--- src/rtl/pss_pkg.sv ---
`timescale 1ns / 1ps
// ----------------------------------------------------------------------------
// pss_pkg
// Shared types and constants of the power source selector.
// ----------------------------------------------------------------------------
package pss_pkg;

  localparam int unsigned SLOTS  = 3;
  localparam int unsigned VOLT_W = 12;

  typedef enum logic [1:0] {
    TYPE_UNKNOWN = 2'd0,
    TYPE_LI      = 2'd1,
    TYPE_ADAPTER = 2'd2,
    TYPE_DRY     = 2'd3
  } slot_type_e;

  localparam logic [1:0] SLOT_A   = 2'd0;
  localparam logic [1:0] SLOT_B   = 2'd1;
  localparam logic [1:0] SLOT_C   = 2'd2;
  localparam logic [1:0] SRC_NONE = 2'd2;

  localparam logic       REQ_FULL  = 1'b0;
  localparam logic       REQ_QUICK = 1'b1;

  localparam logic [5:0] PINS_A    = 6'h1F;
  localparam logic [5:0] PINS_B    = 6'h10;
  localparam logic [5:0] PINS_NONE = 6'h2C;

  localparam logic [1:0] REG_MIN_VOLTAGE  = 2'd0;
  localparam logic [1:0] REG_MAX_VOLTAGE  = 2'd1;
  localparam logic [1:0] REG_DETECT_LEVEL = 2'd2;

  localparam logic [VOLT_W-1:0] MIN_VOLTAGE_RST  = 12'd0;
  localparam logic [VOLT_W-1:0] MAX_VOLTAGE_RST  = 12'd4095;
  localparam logic [VOLT_W-1:0] DETECT_LEVEL_RST = 12'd100;

  typedef struct packed {
    logic [VOLT_W-1:0] min_voltage;
    logic [VOLT_W-1:0] max_voltage;
    logic [VOLT_W-1:0] detect_level;
  } cfg_t;

  typedef struct packed {
    logic              req_type;
    logic [1:0]        slot;
    logic [VOLT_W-1:0] sample;
    logic              li_answered;
  } item_t;

  typedef struct packed {
    slot_type_e        src_type;
    logic              ok;
    logic [VOLT_W-1:0] level;
  } slot_rec_t;

  typedef slot_rec_t [SLOTS-1:0] slot_recs_t;

  typedef struct packed {
    slot_type_e slot_type;
    logic       slot_available;
    logic       indicator_on;
  } check_t;

  typedef struct packed {
    logic [1:0] selected_source;
    logic [5:0] switch_pins;
  } select_t;

endpackage

--- src/rtl/pss_slot_bank.sv ---
`timescale 1ns / 1ps
// ----------------------------------------------------------------------------
// pss_slot_bank
// Slot records and their per-word classification and availability update.
// ----------------------------------------------------------------------------
module pss_slot_bank (
  input  logic               clk_i,
  input  logic               rst_ni,
  input  logic               upd_en_i,
  input  pss_pkg::item_t     item_i,
  input  pss_pkg::cfg_t      cfg_i,
  output pss_pkg::slot_recs_t recs_next_o,
  output pss_pkg::slot_recs_t recs_o,
  output pss_pkg::check_t    check_o
);

  pss_pkg::slot_recs_t recs_q, recs_d;
  pss_pkg::slot_rec_t  cur;
  pss_pkg::check_t     check;
  logic                in_win;
  logic                out_win;

  assign in_win  = (item_i.sample > cfg_i.min_voltage) && (item_i.sample < cfg_i.max_voltage);
  assign out_win = (item_i.sample < cfg_i.min_voltage) || (item_i.sample > cfg_i.max_voltage);

  always_comb begin
    recs_d = recs_q;
    cur    = recs_q[0];
    check  = '{slot_type: pss_pkg::TYPE_UNKNOWN, slot_available: 1'b0, indicator_on: 1'b0};
    if (item_i.slot != 2'd3) begin
      cur = recs_q[item_i.slot];
      if (item_i.req_type == pss_pkg::REQ_QUICK) begin
        if (out_win) begin
          cur.ok = 1'b0;
        end
      end else begin
        if (in_win) begin
          if (!cur.ok && cur.src_type == pss_pkg::TYPE_UNKNOWN) begin
            cur.ok = 1'b1;
          end
        end else begin
          cur.ok = 1'b0;
        end
        if (item_i.slot != pss_pkg::SLOT_C) begin
          check.indicator_on = !item_i.li_answered;
          if (item_i.li_answered) begin
            cur.src_type = pss_pkg::TYPE_LI;
          end else if (item_i.sample > cfg_i.detect_level) begin
            cur.src_type = pss_pkg::TYPE_ADAPTER;
          end else begin
            cur.src_type = pss_pkg::TYPE_UNKNOWN;
          end
        end else begin
          cur.src_type = (item_i.sample < cfg_i.detect_level) ? pss_pkg::TYPE_UNKNOWN
                                                               : pss_pkg::TYPE_DRY;
        end
        cur.level = item_i.sample;
      end
      recs_d[item_i.slot]  = cur;
      check.slot_type      = cur.src_type;
      check.slot_available = cur.ok;
    end
  end

  always_ff @(posedge clk_i or negedge rst_ni) begin
    if (!rst_ni) begin
      for (int i = 0; i < pss_pkg::SLOTS; i++) begin
        recs_q[i] <= '{src_type: pss_pkg::TYPE_UNKNOWN, ok: 1'b0, level: '0};
      end
    end else if (upd_en_i) begin
      recs_q <= recs_d;
    end
  end

  assign recs_next_o = recs_d;
  assign recs_o      = recs_q;
  assign check_o     = check;

endmodule

--- src/rtl/pss_select.sv ---
`timescale 1ns / 1ps
// ----------------------------------------------------------------------------
// pss_select
// Source selection from slots A and B and switch pin decode.
// ----------------------------------------------------------------------------
module pss_select (
  input  pss_pkg::slot_rec_t rec_a_i,
  input  pss_pkg::slot_rec_t rec_b_i,
  output pss_pkg::select_t   sel_o
);

  logic       higher_a;
  logic [1:0] src;

  assign higher_a = rec_a_i.level > rec_b_i.level;

  always_comb begin
    if (rec_a_i.ok && rec_b_i.ok) begin
      if (rec_a_i.src_type == pss_pkg::TYPE_ADAPTER) begin
        if (rec_b_i.src_type == pss_pkg::TYPE_LI) begin
          src = pss_pkg::SLOT_A;
        end else begin
          src = higher_a ? pss_pkg::SLOT_B : pss_pkg::SLOT_A;
        end
      end else if (rec_b_i.src_type == pss_pkg::TYPE_ADAPTER) begin
        src = pss_pkg::SLOT_B;
      end else begin
        src = higher_a ? pss_pkg::SLOT_B : pss_pkg::SLOT_A;
      end
    end else if (rec_a_i.ok) begin
      src = pss_pkg::SLOT_A;
    end else if (rec_b_i.ok) begin
      src = pss_pkg::SLOT_B;
    end else begin
      src = pss_pkg::SRC_NONE;
    end
  end

  always_comb begin
    sel_o.selected_source = src;
    case (src)
      pss_pkg::SLOT_A: sel_o.switch_pins = pss_pkg::PINS_A;
      pss_pkg::SLOT_B: sel_o.switch_pins = pss_pkg::PINS_B;
      default:         sel_o.switch_pins = pss_pkg::PINS_NONE;
    endcase
  end

endmodule

--- src/rtl/power_source_selector_top.sv ---
`timescale 1ns / 1ps
// ----------------------------------------------------------------------------
// power_source_selector_top
// Three-slot supply classifier and source selector with stream ports.
// ----------------------------------------------------------------------------
// Takes one check word per clock cycle while the output is not stalled and
// presents one result word for each: the word is captured in an input register,
// the addressed slot record is classified and updated and the source
// re-selected in a single pass, and the result lands in an output register.
// Window and detect levels are to be written through the register port only
// while no word is in flight; the block itself does not enforce this.
module power_source_selector_top (
  input  logic        clk_i,
  input  logic        rst_ni,
  input  logic        s_axis_tvalid,
  output logic        s_axis_tready,
  input  logic [15:0] s_axis_tdata,   // sample[11:0], li_answered[12], zero
  input  logic [2:0]  s_axis_tuser,   // req_type[0], slot[2:1]
  output logic        m_axis_tvalid,
  input  logic        m_axis_tready,
  output logic [15:0] m_axis_tdata,   // selected_source[1:0], switch_pins[7:2],
                                      // slot_type[9:8], slot_available[10],
                                      // indicator_on[11], zero
  input  logic        psel,
  input  logic        penable,
  input  logic        pwrite,
  input  logic [3:0]  paddr,
  input  logic [31:0] pwdata,
  output logic [31:0] prdata,
  output logic        pready
);

  pss_pkg::cfg_t       cfg_q;
  pss_pkg::item_t      item_q;
  logic                in_valid_q;
  logic                out_valid_q;
  logic [15:0]         out_data_q;
  logic                advance;
  logic                proc;
  logic                wr_en;
  pss_pkg::slot_recs_t recs_next;
  pss_pkg::slot_recs_t recs;
  pss_pkg::check_t     check;
  pss_pkg::select_t    sel;

  // register port
  assign pready = 1'b1;
  assign wr_en  = psel && penable && pwrite && pready;

  always_ff @(posedge clk_i or negedge rst_ni) begin
    if (!rst_ni) begin
      cfg_q.min_voltage  <= pss_pkg::MIN_VOLTAGE_RST;
      cfg_q.max_voltage  <= pss_pkg::MAX_VOLTAGE_RST;
      cfg_q.detect_level <= pss_pkg::DETECT_LEVEL_RST;
    end else if (wr_en) begin
      case (paddr[3:2])
        pss_pkg::REG_MIN_VOLTAGE:  cfg_q.min_voltage  <= pwdata[11:0];
        pss_pkg::REG_MAX_VOLTAGE:  cfg_q.max_voltage  <= pwdata[11:0];
        pss_pkg::REG_DETECT_LEVEL: cfg_q.detect_level <= pwdata[11:0];
        default: ;
      endcase
    end
  end

  always_comb begin
    case (paddr[3:2])
      pss_pkg::REG_MIN_VOLTAGE:  prdata = {20'd0, cfg_q.min_voltage};
      pss_pkg::REG_MAX_VOLTAGE:  prdata = {20'd0, cfg_q.max_voltage};
      pss_pkg::REG_DETECT_LEVEL: prdata = {20'd0, cfg_q.detect_level};
      default:                   prdata = 32'd0;
    endcase
  end

  // input register
  assign advance       = !out_valid_q || m_axis_tready;
  assign proc          = in_valid_q && advance;
  assign s_axis_tready = !in_valid_q || advance;

  always_ff @(posedge clk_i or negedge rst_ni) begin
    if (!rst_ni) begin
      in_valid_q <= 1'b0;
    end else if (s_axis_tvalid && s_axis_tready) begin
      in_valid_q <= 1'b1;
    end else if (proc) begin
      in_valid_q <= 1'b0;
    end
  end

  always_ff @(posedge clk_i) begin
    if (s_axis_tvalid && s_axis_tready) begin
      item_q.req_type    <= s_axis_tuser[0];
      item_q.slot        <= s_axis_tuser[2:1];
      item_q.sample      <= s_axis_tdata[11:0];
      item_q.li_answered <= s_axis_tdata[12];
    end
  end

  pss_slot_bank u_bank (
    .clk_i       (clk_i),
    .rst_ni      (rst_ni),
    .upd_en_i    (proc),
    .item_i      (item_q),
    .cfg_i       (cfg_q),
    .recs_next_o (recs_next),
    .recs_o      (recs),
    .check_o     (check)
  );

  pss_select u_select (
    .rec_a_i (recs_next[0]),
    .rec_b_i (recs_next[1]),
    .sel_o   (sel)
  );

  // result register
  always_ff @(posedge clk_i or negedge rst_ni) begin
    if (!rst_ni) begin
      out_valid_q <= 1'b0;
    end else if (proc) begin
      out_valid_q <= 1'b1;
    end else if (m_axis_tready) begin
      out_valid_q <= 1'b0;
    end
  end

  always_ff @(posedge clk_i) begin
    if (proc) begin
      out_data_q <= {4'd0, check.indicator_on, check.slot_available, check.slot_type,
                     sel.switch_pins, sel.selected_source};
    end
  end

  assign m_axis_tvalid = out_valid_q;
  assign m_axis_tdata  = out_data_q;

  // checks
  a_pins_match: assert property (@(posedge clk_i) disable iff (!rst_ni)
    m_axis_tvalid |->
      ((m_axis_tdata[1:0] == pss_pkg::SLOT_A && m_axis_tdata[7:2] == pss_pkg::PINS_A) ||
       (m_axis_tdata[1:0] == pss_pkg::SLOT_B && m_axis_tdata[7:2] == pss_pkg::PINS_B) ||
       (m_axis_tdata[1:0] == pss_pkg::SRC_NONE && m_axis_tdata[7:2] == pss_pkg::PINS_NONE)))
    else $error("switch pins disagree with selected source");

  a_ab_never_dry: assert property (@(posedge clk_i) disable iff (!rst_ni)
    recs[0].src_type != pss_pkg::TYPE_DRY && recs[1].src_type != pss_pkg::TYPE_DRY)
    else $error("slot a or b classed as dry battery");

  a_c_type: assert property (@(posedge clk_i) disable iff (!rst_ni)
    recs[2].src_type == pss_pkg::TYPE_UNKNOWN || recs[2].src_type == pss_pkg::TYPE_DRY)
    else $error("slot c classed as lithium or adapter");

  a_ok_from_unknown: assert property (@(posedge clk_i) disable iff (!rst_ni)
    $rose(recs[0].ok) |-> $past(recs[0].src_type == pss_pkg::TYPE_UNKNOWN && proc))
    else $error("slot a became available without unknown type");

endmodule

--- config.mk ---
export PLATFORM = sky130hd
export DESIGN_NAME = power_source_selector_top
export DESIGN_NICKNAME = d
export VERILOG_FILES = /design/src/rtl/pss_pkg.sv /design/src/rtl/pss_slot_bank.sv /design/src/rtl/pss_select.sv /design/src/rtl/power_source_selector_top.sv
export SDC_FILE = /design/constraint.sdc
export NUM_CORES = 1
export LEC_CHECK = 0
export ABC_AREA = 0
export BUFFER_PORTS_ARGS = -buffer_cell sky130_fd_sc_hd__buf_2
export CORE_MARGIN = 8
export CORE_UTILIZATION = 57
export DETAILED_ROUTE_END_ITERATION = 7
export PLACE_DENSITY_LB_ADDON = 0.1
export SKIP_LAST_GASP = 1
export SYNTH_ARGS = -nofsm -noshare
export SYNTH_HDL_FRONTEND = slang
export SYNTH_SLANG_ARGS = --single-unit
export TNS_END_PERCENT = 10
--- constraint.sdc ---
create_clock -name clk_i -period 4 [get_ports clk_i]
set_clock_uncertainty 0.05 [all_clocks]
set_input_delay 0.6 -clock clk_i [delete_from_list [all_inputs] [get_ports clk_i]]
set_output_delay 0.6 -clock clk_i [all_outputs]
set_load 0.005 [all_outputs]
**Yosys cells after proc, flatten, opt, wreduce, memory -nomap -nowiden**

Index checks and enable logic that the tools add are counted.

- Order comparisons: 9
- Eq/ne operators: 8
- Multiplexer cells: 32
- Bitwise logic cells: 2
- Reduce and logical (&&, ||, !) cells: 25

Operator list:

| kind | count |
|---|---|
| $gt 12x12->1 | 4 |
| $bwmux 45 | 1 |
| $lt 12x12->1 | 3 |
| $pmux 12 s3 | 1 |
| $bmux 15 s2 | 1 |
| $demux 15 s2 | 1 |
| $mux 15 | 2 |
| $mux 30 | 1 |
| $mux 12 | 2 |
| $mux 2 | 12 |
| $pmux 6 s2 | 1 |
| $mux 1 | 10 |
| $logic_and 1x1->1 | 8 |
| $reduce_and 2->1 | 4 |
| $eq 2x1->1 const B | 3 |
| $eq 2x2->1 const B | 3 |
| $logic_not 2->1 | 3 |
| $logic_not 1->1 | 4 |
| $ne 2x2->1 const B | 2 |
| $reduce_bool 2->1 | 2 |
| $logic_or 1x1->1 | 3 |
| $lt 2x3->1 const B | 1 |
| $reduce_or 3->1 | 1 |
| $ge 2x1->1 const B | 1 |
| $not 1->1 | 2 |

- Register bits: 111
- Output and inout bits: 51
- Word-level logic and storage cells: 97

**Logic depth before layout (Yosys ltp)**

Gate-level depths: netlist (run 1).

- Depth in word-level cells: 17
- Mapped depth: 17
- Gate-level depth less buffers: 15

**By module**

A second synthesis (run 1) with hierarchy kept.

- Cells, all modules: 655
- Area total of the unflattened synthesis: 6814.0 um2

By module, submodules not included:

| module | times used | cells an instance | area an instance (um2) | seq. area each (um2) |
|---|---|---|---|---|
| pss_slot_bank | 1 | 415 | 3597.2 | 1126.1 |
| power_source_selector_top | 1 | 183 | 2797.7 | 1810.5 |
| pss_select | 1 | 57 | 419.2 | 0.0 |

**Worst setup path before layout (run 1)**

OpenSTA, ideal clock, no wires.

- Path type: register -> register
- Start: register item_q[13] (netlist name)
- End: register out_data_q[0] (netlist: m_axis_tdata[0]), data pin
- Setup time: 256 ps
- Arrival: 3288 ps
- Required time: 3694 ps
- Setup slack: 406 ps
- Cell stages (with the launch flop): 14
- Clock period less this slack: 3594 ps
- Path through: edfxtp_1 buf_6 nor2_1 clkbuf_1 mux2_2 ha_1 nor2b_1 o211ai_1 a21oi_1 o31ai_2 a21oi_1 o21ai_1 nand4_1 and4_1

RTL lines:

| item | line | text |
|---|---|---|
| start, declared | power_source_selector_top.sv:34 | `pss_pkg::item_t item_q;` |
| end signal, assigned | power_source_selector_top.sv:128 | `out_data_q <= {4'd0, check.indicator_on, check.slot_available, check.slot_type,` |
| end, declared | power_source_selector_top.sv:37 | `logic [15:0] out_data_q;` |

==> impl_metrics.yaml, run 1 <==
run_status:
  status: "finished clean"
yosys:
  synth_cells: 669
  syn_avg_cell_area_sq_um: 9.70
  synth-edff-count: 25
  synth.cell_area_sq_um: 6490
  synthFlopType: "dfrtp_1"
  synth.ff_latch_count: 108
  synth_warnings: 0
  synth_cell_types: 55
  ys_seq_area_share_pct: 43.9
  async_reset_ff_share_pct: 76.9
final_layout:
  diodes: 0
  drive_gt1_share_pct: 21.2
  syn2layout_area_growth_pct: 10.1
  fin_nets: 832
global_routing:
  grt_pass1_vias: 4971
  grt-ovfl-total: 0
  grt_max_degree: 84
  antenna_found_initial: 0
  grtUsageTotal_pct: 20.7
  grt_pass1_wl_um: 24400
timing:
  fin_crit_sh_pct: 92.9
  max_freq_ghz: 0.269
  drv_slew: 0
  tightest_slew_ns: 1.07
  relSlewSlack_pct: 28.5
  period_minus_slack_ns: 3.71
  setup-violations-final: 0
  hold_viol_final: 0
  layout_setup_ws_ns: 0.286
  fin_worst_hold_slack_ns: 0.367
floorplan:
  chipHeight_um: 123
  die_area_sq_um: 15100
  chipWidth_um: 123
  initial_core_util_pct: 57.6
  num_rows: 39
  ios: 113
  coreArea_sq_um: 11300
pwr:
  pwr-share-comb_pct: 32.4
  p_per_area_nw_per_um2: 504
  pwr-share-seq_pct: 44.0
  power.leakage_nw: 3.28
  sw_frac_of_total_pct: 33.9
  power.clock.fraction_pct: 23.6
  power_mw: 3.60
  p_switching_mw: 1.22
  vdd_drop_max_mv: 0.396
  intPower_mw: 2.38
min_path:
  hold_class: "primary input to async pin"
clocking:
  htree_levels: 3
  post-cts-setup-buffers: 0
  cts_buffer_depth: 2
  cts_tree: "built"
  clock_sinks: 108
  cts_hold_buf: 0
  cts-root-buf: "clkbuf_16"
  cts_buffers: 9
  insertion_delay_ns: 0.36
  clk_pin_slew_ns: 0.07
route:
  routed_wl_um: 15300
  ant_nets: 0
  drtIter0Drc: 460
  routedWlPerCell_um: 17.6
  drt_first_pass_iters: 5
  drcViolationCount: 0
  vias: 4961
  via_per_inst: 5.70
worst_setup_path:
  cp-start-kind: "flip-flop"
  worstSetupPathType: "flip-flop to flip-flop"
  crit_fanout: 27
  end_kind: "flip-flop"
  cp.required_ns: 4.06
  arrival_ns: 3.77
placed_design:
  pre_cts_ws_ns: 0.241
  port_buffers: 62
  hpwl_um: 11000
  gp_congestion: 0.837
job:
  cap_violations: 0
[registers in the layout, indices dropped and copies added (netlist names)]
| signal | flops |
|---|---|
| cfg_q | 36 |
| in_valid_q | 1 |
| item_q | 16 |
| m_axis_tdata | 9 |
| m_axis_tvalid | 1 |
| u_bank.recs_o | 45 |
[final timing paths]
kind	endpoint	slack [ns]	startpoint	cells past startpoint
min	cfg_q[33]$_DFFE_PN0P_	0.37	rst_ni	1
min in group clk_i	item_q[8]$_DFFE_PP_	0.37	s_axis_tdata[7]	1
min reg2reg	u_bank.recs_o[44]$_DFFE_PN0P_	0.45	u_bank.recs_o[44]$_DFFE_PN0P_	2
max	m_axis_tdata[0]$_DFFE_PP_	0.29	item_q[13]$_DFFE_PP_	15
max in group asynchronous	cfg_q[26]$_DFFE_PN0P_	2.85	rst_ni	1
max reg2reg	m_axis_tdata[0]$_DFFE_PP_	0.29	item_q[13]$_DFFE_PP_	15
[cells in the final DEF (no fill, tap or decap), types with 9 or more instances in the layout]
master,count
dfrtp_1,68
o21ai_0,60
nand2_1,110
inv_1,38
nand4_1,13
mux2_2,37
conb_1,25
dfstp_2,15
nor2_1,37
a21oi_1,41
ha_1,48
mux2i_1,39
clkbuf_16,9
edfxtp_1,25
buf_2,61
buf_4,12
[cells in the mapped netlist, drive strengths merged (2+ instances only)]
cell type    n  area (sq um)
buf         36           258
clkbuf      20          75.1
o21a         4          30.0
nor4         2          12.5
edfxtp      25           751
o211ai       8          65.1
inv         38           143
nor2        37           139
conb         2          7.51
a31oi        3          18.8
dfstp       15           394
nand2b       5          31.3
nor3         5          25.0
a311oi       2          17.5
o21ai       63           315
a21o         6          45.0
nor3b        2          15.0
dfrtp       68          1700
o31ai        6          50.1
nand4       13          81.3
a211oi       4          35.0
o31a         2          17.5
nor2b        8          57.6
ha          48           601
nand4b       2          17.5
a21oi       43           230
mux2        37           417
nand2      110           413
mux2i       39           390
[worst max-delay path: stages (launching register included)]
cell and delay (ns):
edfxtp_1 0.44, buf_12 0.24, mux2i_1 0.20, nor2_1 0.05, a21oi_1 0.12, a21oi_1 0.11, mux2_2 0.29, ha_1 0.31
nor2b_1 0.13, o211ai_1 0.15, a21oi_1 0.10, o31ai_2 0.45, a21oi_1 0.15, o21ai_2 0.28, nand4_1 0.16, and4_1 0.23
[area by class of cell]
class,instances,area (sq um)
fill,953,4130
multi-input combinational,489,3270
sequential,108,2850
timing repair buffer,75,435
clock buffer,14,264
tap,143,179
inverter,39,146
clock inverter,2,10.0
[power by group through the flow]
stage	Sequential (mW)	Clock [mW]	Combinational [mW]
after floorplan	1.55	0	0.887
after CTS	1.58	0.857	1.16
after detailed placement	1.60	0	1.15
final	1.59	0.849	1.17
after global routing	1.61	0.898	1.33
after global placement	1.59	0	1.11
[repair_timing]
action | CTS | global route
gates resized for setup | 0 | 1
setup endpoints to repair | 0 | 2
endpoints found under the hold margin | 0 | 0
[kinds of logic after synthesis]
family | synth area share, %
and+or+nand+nor | 13.1
other | 0.116
buffers and inverters | 7.38
adders and majority gates | 9.25
AOI/OAI and AO/OA | 13.8
DFF | 43.9
muxes | 12.4
[through the flow]
stage	utilization (%)	std cells	area [sq um]	setup TNS [ns]
3_5_place_dp	60.9	854	6870	0
5_1_grt	63.4	870	7150	-0.000302
6_report	63.4	870	7150	0
4_1_cts	63.4	870	7140	0
2_1_floorplan	-	692	6580	0
3_3_place_gp	60.9	854	6870	0
[per-layer routing]
metal | GRT usage [%] | vias up | part of all wire (%) | wire [um]
met5 | 0 | - | 0 | 0
met3 | 4.92 | 12 | 6.5 | 989
li1 | - | 2403 | - | -
met2 | 33.4 | 145 | 47 | 7200
met1 | 27.7 | 2401 | 45 | 6950
met4 | 4.65 | 0 | 0.90 | 138
Note: power is estimated with default switching activity, not from simulation.
==> run 2, diff against run 1 <==
--- a/config.mk
+++ b/config.mk
@@ -6,7 +6,9 @@
 export NUM_CORES = 1
 export LEC_CHECK = 0
 export ABC_AREA = 0
+export ABC_CLOCK_PERIOD_IN_PS = 4000
 export BUFFER_PORTS_ARGS = -buffer_cell sky130_fd_sc_hd__buf_2
+export CORE_ASPECT_RATIO = 0.7
 export CORE_MARGIN = 8
 export CORE_UTILIZATION = 57
 export DETAILED_ROUTE_END_ITERATION = 7
==> impl_metrics.yaml, run 2 (synthesis gave the netlist of run 1 again) <==
run_status:
  status: "finished clean"
global_routing:
  met3_usage_pct: 4.91
  antenna_found_initial: 0
  top_usage_layer: "met2"
  use_met1_pct: 30.2
  grt_pass1_vias: 5263
  use_met2_pct: 35.2
  grt-ovfl-total: 0
  grt_pass1_wl_um: 26600
  grt_max_degree: 64
  grtUsageTotal_pct: 22.2
timing:
  period_minus_slack_ns: 3.71
  layout_setup_ws_ns: 0.292
  drv_slew: 0
  fin_crit_sh_pct: 92.7
  fin_worst_hold_slack_ns: 0.286
  hold_viol_final: 0
  rsz0062_at_grt: "false"
  max_freq_ghz: 0.270
  relSlewSlack_pct: 38.8
  tightest_slew_ns: 0.918
  setup_tns_ns: 0
  setup-violations-final: 0
route:
  drcViolationCount: 0
  drt_first_pass_iters: 5
  routedWlPerCell_um: 18.1
  via_per_inst: 5.72
  drtIter0Drc: 243
  ant_nets: 0
  routed_wl_um: 16000
  vias: 5064
pwr:
  power_mw: 3.70
  intPower_mw: 2.42
  vdd_drop_max_mv: 0.227
  power.clock.fraction_pct: 24.3
  power.leakage_nw: 3.31
  pwr-share-comb_pct: 32.8
  p_per_area_nw_per_um2: 512
  pwr-share-seq_pct: 42.9
  sw_frac_of_total_pct: 34.5
  p_switching_mw: 1.28
final_layout:
  syn2layout_area_growth_pct: 11.2
  stdcell_count: 885
  postLayoutCellArea_sq_um: 7220
  fin_nets: 837
  drive_gt1_share_pct: 22.1
  diodes: 0
  num-fill-cells: 913
  mostFrequentLayoutCell: "nand2_1"
  final_core_util_pct: 65.3
  largest_reg_flops: 45
  final_cell_mix: "nand2_1 (110), dfrtp_1 (68), buf_2 (61), o21ai_0 (60), ha_1 (48)"
worst_setup_path:
  rr_worst_depth: 15
  arrival_ns: 3.76
  cp.required_ns: 4.05
  r2r_slack_ns: 0.29
  worstSetupPathType: "flip-flop to flip-flop"
  r2r-end: "m_axis_tdata[0]$_DFFE_PP_"
  rr_startpoint: "item_q[13]$_DFFE_PP_"
  end_kind: "flip-flop"
  crit_fanout: 27
  cp-start-kind: "flip-flop"
clocking:
  cts-root-buf: "clkbuf_16"
  clk_pin_slew_ns: 0.07
  cts_buffer_depth: 2
  cts_hold_buf: 0
  insertion_delay_ns: 0.35
  cts_buffers: 9
  htree_levels: 3
  clock_sinks: 108
  cts_tree: "built"
min_path:
  hold_class: "primary input to async pin"
floorplan:
  num_rows: 32
  ios: 113
  chipWidth_um: 144
  initial_core_util_pct: 58.7
  chipHeight_um: 105
  die_area_sq_um: 15100
  coreArea_sq_um: 11100
placed_design:
  dpl_cell_area_sq_um: 6880
  port_buffers: 62
  hpwl_um: 11700
  gp_congestion: 0.839
  placed_cells: 866
  pre_cts_ws_ns: 0.146
job:
  cap_violations: 0
[run 2: changes by cell type in the layout (fill, tap and decap cells not counted)]
cell / delta
bufinv_16: +1
clkinv_4: +1
o31ai_2: -1
inv_4: +1
inv_6: +1
buf_12: -1
clkbuf_1: -3
clkbuf_8: -2
buf_4: +6
o31ai_4: +1
clkinvlp_4: +2
clkinv_2: -1
[run 2: final cells by class]
| cell class | count | area (sq um) | area share, % |
|---|---|---|---|
| Inverter | 39 | 146 | 2.03 |
| Timing Repair Buffer | 80 | 460 | 6.38 |
| Multi-Input combinational cell | 489 | 3270 | 45.4 |
| Clock inverter | 7 | 73.8 | 1.02 |
| Sequential cell | 108 | 2850 | 39.4 |
| Tap cell | 153 | 191 | 2.65 |
| Clock buffer | 9 | 225 | 3.12 |
[run 2: how the worst max path moves through the flow]
stage / from / slack [ns] / to / depth (start not counted)
final: item_q[13]$_DFFE_PP_ / 0.29 / m_axis_tdata[0]$_DFFE_PP_ / 15
after global routing: item_q[13]$_DFFE_PP_ / 0.08 / m_axis_tdata[0]$_DFFE_PP_ / 14
after CTS: item_q[13]$_DFFE_PP_ / 0.11 / m_axis_tdata[0]$_DFFE_PP_ / 15
after detailed placement: item_q[13]$_DFFE_PP_ / 0.15 / m_axis_tdata[0]$_DFFE_PP_ / 15
after global placement: item_q[13]$_DFFE_PP_ / 0.31 / m_axis_tdata[3]$_SDFFCE_PP0P_ / 15
after floorplan: item_q[13]$_DFFE_PP_ / 0.41 / m_axis_tdata[0]$_DFFE_PP_ / 13
[run 2: what timing repair did]
action | CTS | global route
buffers inserted | 0 | 3
gates resized for setup | 0 | 2
endpoints found under the setup margin | 0 | 3
hold endpoints to repair | 0 | 0
[run 2: per-layer routing]
metal  vias up  part of all wire, %
met5         -                    0
met4         0                  1.1
met3        19                  6.1
met2       155                   46
met1      2482                   47
li1       2408                    -
[run 2: power groups by stage]
stage          clock [mW]  sequential, mW  combinational (mW)
2_1_floorplan           0            1.55               0.887
3_3_place_gp            0            1.58                1.12
3_5_place_dp            0            1.60                1.17
4_1_cts             0.921            1.58                1.19
5_1_grt             0.964            1.62                1.38
6_report            0.898            1.59                1.21
[run 2: worst max-delay path, cell delays in order, from the launching register on]
cell,delay (ns)
edfxtp_1,0.45
buf_12,0.23
mux2i_1,0.22
nor2_1,0.05
a21oi_1,0.12
a21oi_1,0.11
mux2_2,0.30
ha_1,0.31
nor2b_1,0.13
o211ai_1,0.16
a21oi_1,0.14
o31ai_4,0.38
a21oi_1,0.13
o21ai_2,0.27
nand4_1,0.16
and4_1,0.22
